==> src/rtl/fsti_pkg.sv <==
// Shared types, widths and helper functions for the impedance tensor block.
`default_nettype none
package fsti_pkg;

  // Width of the quotient each lane produces before rounding.
  localparam int QW = 33;
  // Width of the squared determinant magnitude.
  localparam int MW = 66;
  // Width of a lane's partial remainder.
  localparam int RW = MW + 1;
  // Number of real or imaginary result parts: four elements, two parts each.
  localparam int NLANE = 8;

  typedef struct packed {
    logic [31:0] ex_pol1;
    logic [31:0] ex_pol2;
    logic [31:0] ey_pol1;
    logic [31:0] ey_pol2;
    logic [31:0] hx_pol1;
    logic [31:0] hx_pol2;
    logic [31:0] hy_pol1;
    logic [31:0] hy_pol2;
  } in_item_t;

  typedef struct packed {
    logic [63:0] z_xx;
    logic [63:0] z_xy;
    logic [63:0] z_yx;
    logic [63:0] z_yy;
    logic        singular;
    logic        saturated;
  } out_item_t;

  typedef struct packed {
    logic signed [15:0] re;
    logic signed [15:0] im;
  } c16_t;

  typedef struct packed {
    logic signed [33:0] re;
    logic signed [33:0] im;
  } c34_t;

  // One division lane: partial remainder, numerator bits still to shift in,
  // quotient bits so far, sign of the part and an early overflow mark.
  typedef struct packed {
    logic [RW-1:0] rem;
    logic [QW-1:0] numlo;
    logic [QW-1:0] quo;
    logic          neg;
    logic          presat;
  } lane_t;

  typedef struct packed {
    logic                vld;
    logic                singular;
    logic [MW-1:0]       m;
    lane_t [NLANE-1:0]   lane;
  } stage_t;

  function automatic c16_t unpack16(input logic [31:0] v);
    c16_t c;
    c.re = $signed(v[31:16]);
    c.im = $signed(v[15:0]);
    return c;
  endfunction

  // a*b - c*d on complex values, exact.
  function automatic c34_t cdp(input c16_t a, input c16_t b, input c16_t c, input c16_t d);
    c34_t r;
    r.re = a.re * b.re - a.im * b.im - c.re * d.re + c.im * d.im;
    r.im = a.re * b.im + a.im * b.re - c.re * d.im - c.im * d.re;
    return r;
  endfunction

endpackage
`default_nettype wire

==> src/rtl/fsti_back.sv <==
// Back end: rounding, clipping, sign restore and result packing.
`default_nettype none
module fsti_back (
  input  wire logic             clk,
  input  wire logic             rst_n,
  input  wire fsti_pkg::stage_t in_stage,
  output logic                  out_valid,
  output fsti_pkg::out_item_t   out_res
);
  import fsti_pkg::*;

  logic [NLANE-1:0][31:0] part;
  logic [NLANE-1:0]       lsat;
  logic [QW:0]            q;
  logic [QW:0]            limit;
  logic [31:0]            mag;
  out_item_t              res_nxt, res_r;
  logic                   vld_r;

  always_comb begin
    for (int l = 0; l < NLANE; l++) begin
      q = {1'b0, in_stage.lane[l].quo} +
          (QW+1)'({in_stage.lane[l].rem, 1'b0} >= {1'b0, in_stage.m});
      limit = in_stage.lane[l].neg ? (QW+1)'(34'h0_8000_0000) : (QW+1)'(34'h0_7FFF_FFFF);
      lsat[l] = in_stage.lane[l].presat || (q > limit);
      mag = lsat[l] ? limit[31:0] : q[31:0];
      part[l] = in_stage.lane[l].neg ? -mag : mag;
    end
    if (in_stage.singular) begin
      res_nxt = '0;
      res_nxt.singular = 1'b1;
    end else begin
      res_nxt.z_xx      = {part[0], part[1]};
      res_nxt.z_xy      = {part[2], part[3]};
      res_nxt.z_yx      = {part[4], part[5]};
      res_nxt.z_yy      = {part[6], part[7]};
      res_nxt.singular  = 1'b0;
      res_nxt.saturated = |lsat;
    end
  end

  always_ff @(posedge clk) begin
    if (!rst_n) begin
      vld_r <= 1'b0;
    end else begin
      vld_r <= in_stage.vld;
    end
  end

  always_ff @(posedge clk) begin
    res_r <= res_nxt;
  end

  assign out_valid = vld_r;
  assign out_res   = res_r;

endmodule
`default_nettype wire

==> config.mk <==
export PLATFORM = sky130hd
export DESIGN_NAME = fsti_back
export DESIGN_NICKNAME = d
export VERILOG_FILES = /design/src/rtl/fsti_pkg.sv /design/src/rtl/fsti_back.sv
export SDC_FILE = /design/constraint.sdc
export NUM_CORES = 2
export LEC_CHECK = 0
export BUFFER_PORTS_ARGS = -buffer_cell sky130_fd_sc_hd__clkbuf_2
export CAP_MARGIN = 25
export CORE_AREA = 4 4 551 553
export CTS_CLUSTER_SIZE = 10
export DETAILED_ROUTE_END_ITERATION = 7
export DIE_AREA = 0 0 555 557
export SYNTH_ARGS = -nofsm -noshare
export SYNTH_HDL_FRONTEND = slang
export SYNTH_SLANG_ARGS = --single-unit
==> constraint.sdc <==
create_clock -name clk -period 14.1 [get_ports clk]
set_clock_uncertainty 0.2 [all_clocks]
set_input_delay 3.525 -clock clk [delete_from_list [all_inputs] [get_ports clk]]
set_output_delay 3.525 -clock clk [all_outputs]
set_load 0.02 [all_outputs]
==> flow_metrics.tcl <==
set metrics [dict create \
    outcome "finished, final reports clean" \
    slew_headroom_pct 23.17 \
    io_pins 1409 \
    synth_async_sr_flop_share_pct 0 \
    grt_pass1_vias 45946 \
    nFillCells 34137 \
    vias 49136 \
    cts_post_setup_buffers_inserted 0 \
    max-cap-violations 0 \
    globalplace.congestion 0.9915 \
    finalHoldViolCount 0 \
    core-area_um2 298800 \
    grt_pass1_wl_um 384300 \
    timing.critical_path.from_type "primary input" \
    port_buffers 1144 \
    wl_per_cell_um 27.20 \
    synth_sequential_area_ratio_pct 12.82 \
    chipHeight_um 557 \
    min_path_cells 2 \
    rsz0062_at_grt "no" \
    std_cell_rows 201 \
    total_leakage_power_nw 24.63 \
    area_growth_syn_to_layout_pct 34.64 \
    fp.dieArea_um2 309100 \
    crit_path_max_fanout 6 \
    setup.worst_path.start "in_stage[1145]" \
    final_net_count 8676 \
    tritoncts "built" \
    post_synth_inst_count 5410 \
    pin_count_of_the_biggest_net_entering_global_routing 89 \
    starting_density_pct 13.54 \
    cts_htree_levels 2 \
    post-route-util_pct 18.23 \
    vdd_ir_drop_max_uv 78.95 \
    chipWidth_um 555 \
    worst_setup_hold_path_clk_slew_ns 0.05 \
    ant_nets 0 \
    synth.cell_area_um2 40460 \
    layout-drive-gt1-share_pct 24.34 \
    ys.warnings.count 0 \
    gr-total-overflow 0 \
    layout.area.seq_um2 5185 \
    postCtsHoldBufs 0 \
    fmaxAchievable_ghz 0.07665 \
    post_cts_resize_count 0 \
    global_route.usage.total_pct 17.99 \
    maximum_number_of_buffers_from_clock_root_to_sink 3 \
    yosys_register_bits 259 \
    setup_total_negative_slack_ns 0 \
    detailed_place_hpwl_um 259800 \
    detailedRoute.firstIterationViolations 3713 \
    clock_sink_count 259 \
    post-route-drc-count 0 \
    drt_wl_total_um 292700 \
    critical_path.endpoint_type "flip-flop" \
    min_delay_worst_endpoint "out_valid" \
    timing.final.crit_period_ns 13.05 \
    cts-buffers-inserted 42 \
    worst_path_largest_cell_delay_ns 0.57 \
    ys_dominant_reg_cell "sky130_fd_sc_hd__dfxtp_1" \
    synth_enable_flop_cells 0 \
    synth.avg_cell_area_um2 7.479 \
    slew_violations 0 \
    power_density_nw_per_um2 64.32 \
    drt-pass1-iter-count 7 \
    crit_path_frequent_cell "sky130_fd_sc_hd__buf_4" \
    min_period_over_period_pct 92.53 \
    critical_path_required_ns 14.47 \
    yosys.cell_types.count 88 \
    syn-num-nets 7360 \
    finalSetupViolations 0 \
    p_total_w 0.003504 \
    cts.root.buffer_cell "sky130_fd_sc_hd__clkbuf_16" \
    via_per_inst 4.566 \
    worstHoldStart "in_stage[1147]" \
    min-delay-path-class "in2reg" \
    cp.arrival_ns 13.42 \
    critPathKind "in2reg" \
    multi_input_comb_area_um2 33490 \
    worst_pin_slew_ns 1.143 \
    critPathSlowestCell "sky130_fd_sc_hd__or3b_2" \
    number_of_antenna_violations_at_the_first_check_in_global_routing 154 \
]
[through the flow]
step | area [µm²] | hold slack (ns) | worst slack, ns | std cells
finish | 54480 | 2.908 | 1.053 | 10762
global route | 54440 | 2.886 | 0.3000 | 10746
CTS | 54340 | 2.828 | 0.9460 | 10710
detailed placement | 52980 | 3.534 | 0.2526 | 10639
global placement | 52960 | 3.536 | 0.3257 | 10638
floorplan | 40460 | 3.353 | 2.424 | 5410
[power breakdown]
part	internal, W	leakage, nW	switching (W)
sequential	0.000795	2.17	0.0000239
clock	0.000640	0.666	0.000447
combinational	0.000560	21.8	0.00104
total	0.00200	24.6	0.00151
[cells in the mapped netlist (all sizes together) (76+ instances only)]
cell    instances  share of area (%)
nor4          131                2.2
a21o          196                3.6
nand3         276                3.4
dfxtp         259                 13
nand2         415                3.9
nor3          178                2.2
xor2           97                2.1
a211oi        113                2.1
nand4         269                4.2
ha            800                 25
a21oi         452                5.6
o21ai         291                3.6
and3           76                1.2
clkbuf        168                1.6
xnor2         160                3.5
inv           278                2.6
nor2          334                3.1
[flip-flops by register name, summed over array words and instances, names as in the netlist]
name       flops
out_res      258
out_valid      1
[layer usage]
metal / routed length [µm] / up-vias / share of wire, % / track usage (%)
met4: 20400 / 66 / 7.0 / 10.38
met3: 23720 / 553 / 8.1 / 4.890
met1: 120600 / 22903 / 41 / 21.73
li1: - / 23351 / - / -
met5: 437 / - / 0.15 / 0
met2: 127500 / 2263 / 44 / 28.68
[critical path: cells and delay by family]
| kind | cells | cell delay, ns |
|---|---|---|
| AO/OA/AOI/OAI | 14 | 3.71 |
| buffers and inverters | 10 | 1.98 |
| XOR/XNOR | 2 | 0.31 |
| AND/OR/NAND/NOR | 11 | 2.60 |
| adder cells (fa/ha/maj) | 5 | 1.22 |
[logic make-up (layout without fill, tap and decap cells)]
family | Yosys count | count (layout) | synth area share (%)
muxes | 88 | 88 | 2.223
buffers and inverters | 491 | 1834 | 4.623
adders and majority gates | 800 | 800 | 24.74
DFF | 259 | 259 | 12.82
AOI/OAI and AO/OA | 1475 | 1475 | 23.58
xor gates and xnor gates | 257 | 257 | 5.582
other | 0 | 51 | 0
and+or+nand+nor | 2040 | 2040 | 26.44
[cell usage in the layout (no fill, tap or decap), types with 15 or more instances in the layout]
cell | Yosys | layout
sky130_fd_sc_hd__a211o_1 | 19 | 19
sky130_fd_sc_hd__o211ai_1 | 43 | 43
sky130_fd_sc_hd__a211oi_1 | 113 | 113
sky130_fd_sc_hd__o2111ai_1 | 15 | 15
sky130_fd_sc_hd__xor2_1 | 97 | 97
sky130_fd_sc_hd__nor3_1 | 177 | 175
sky130_fd_sc_hd__xnor2_1 | 159 | 159
sky130_fd_sc_hd__nor4_1 | 123 | 123
sky130_fd_sc_hd__mux2_2 | 15 | 15
sky130_fd_sc_hd__nor2b_1 | 43 | 43
sky130_fd_sc_hd__a21o_1 | 196 | 196
sky130_fd_sc_hd__or2_2 | 30 | 30
sky130_fd_sc_hd__and2_1 | 52 | 52
sky130_fd_sc_hd__inv_1 | 278 | 275
sky130_fd_sc_hd__nand2_1 | 415 | 415
sky130_fd_sc_hd__dfxtp_1 | 259 | 259
sky130_fd_sc_hd__o21a_1 | 29 | 29
sky130_fd_sc_hd__a31oi_1 | 43 | 43
sky130_fd_sc_hd__or3_1 | 55 | 55
sky130_fd_sc_hd__nand4_1 | 269 | 269
sky130_fd_sc_hd__or4_1 | 31 | 31
sky130_fd_sc_hd__nand2b_1 | 41 | 41
sky130_fd_sc_hd__clkbuf_16 | 0 | 42
sky130_fd_sc_hd__a2111oi_0 | 25 | 22
sky130_fd_sc_hd__and4_1 | 57 | 57
sky130_fd_sc_hd__a311oi_1 | 21 | 20
sky130_fd_sc_hd__ha_1 | 800 | 800
sky130_fd_sc_hd__nand3_1 | 274 | 274
sky130_fd_sc_hd__mux2i_1 | 73 | 73
sky130_fd_sc_hd__o31ai_1 | 36 | 35
sky130_fd_sc_hd__and3_1 | 76 | 76
sky130_fd_sc_hd__o21ai_0 | 288 | 286
sky130_fd_sc_hd__buf_4 | 0 | 333
sky130_fd_sc_hd__clkbuf_2 | 0 | 1143
sky130_fd_sc_hd__nor2_1 | 332 | 329
sky130_fd_sc_hd__diode_2 | 0 | 51
sky130_fd_sc_hd__a21oi_1 | 452 | 451
sky130_fd_sc_hd__a221oi_1 | 30 | 30
[worst max path at each step]
stage                    to  slack, ns
6_report       out_res[112]       1.05
3_3_place_gp    out_res[28]       0.33
4_1_cts        out_res[114]       0.95
5_1_grt         out_res[28]       0.30
2_1_floorplan  out_res[256]       2.42
3_5_place_dp   out_res[114]       0.25
[final cells by class]
class                      instances  area share, %
multi-input combinational       4660          61.47
timing repair buffer            1481          15.25
sequential                       259          9.518
tap                             3958          9.091
clock buffer                      57          2.180
inverter                         282          1.943
clock inverter                    14         0.3170
antenna                           51         0.2343
Power figures use the tool's default switching activity.
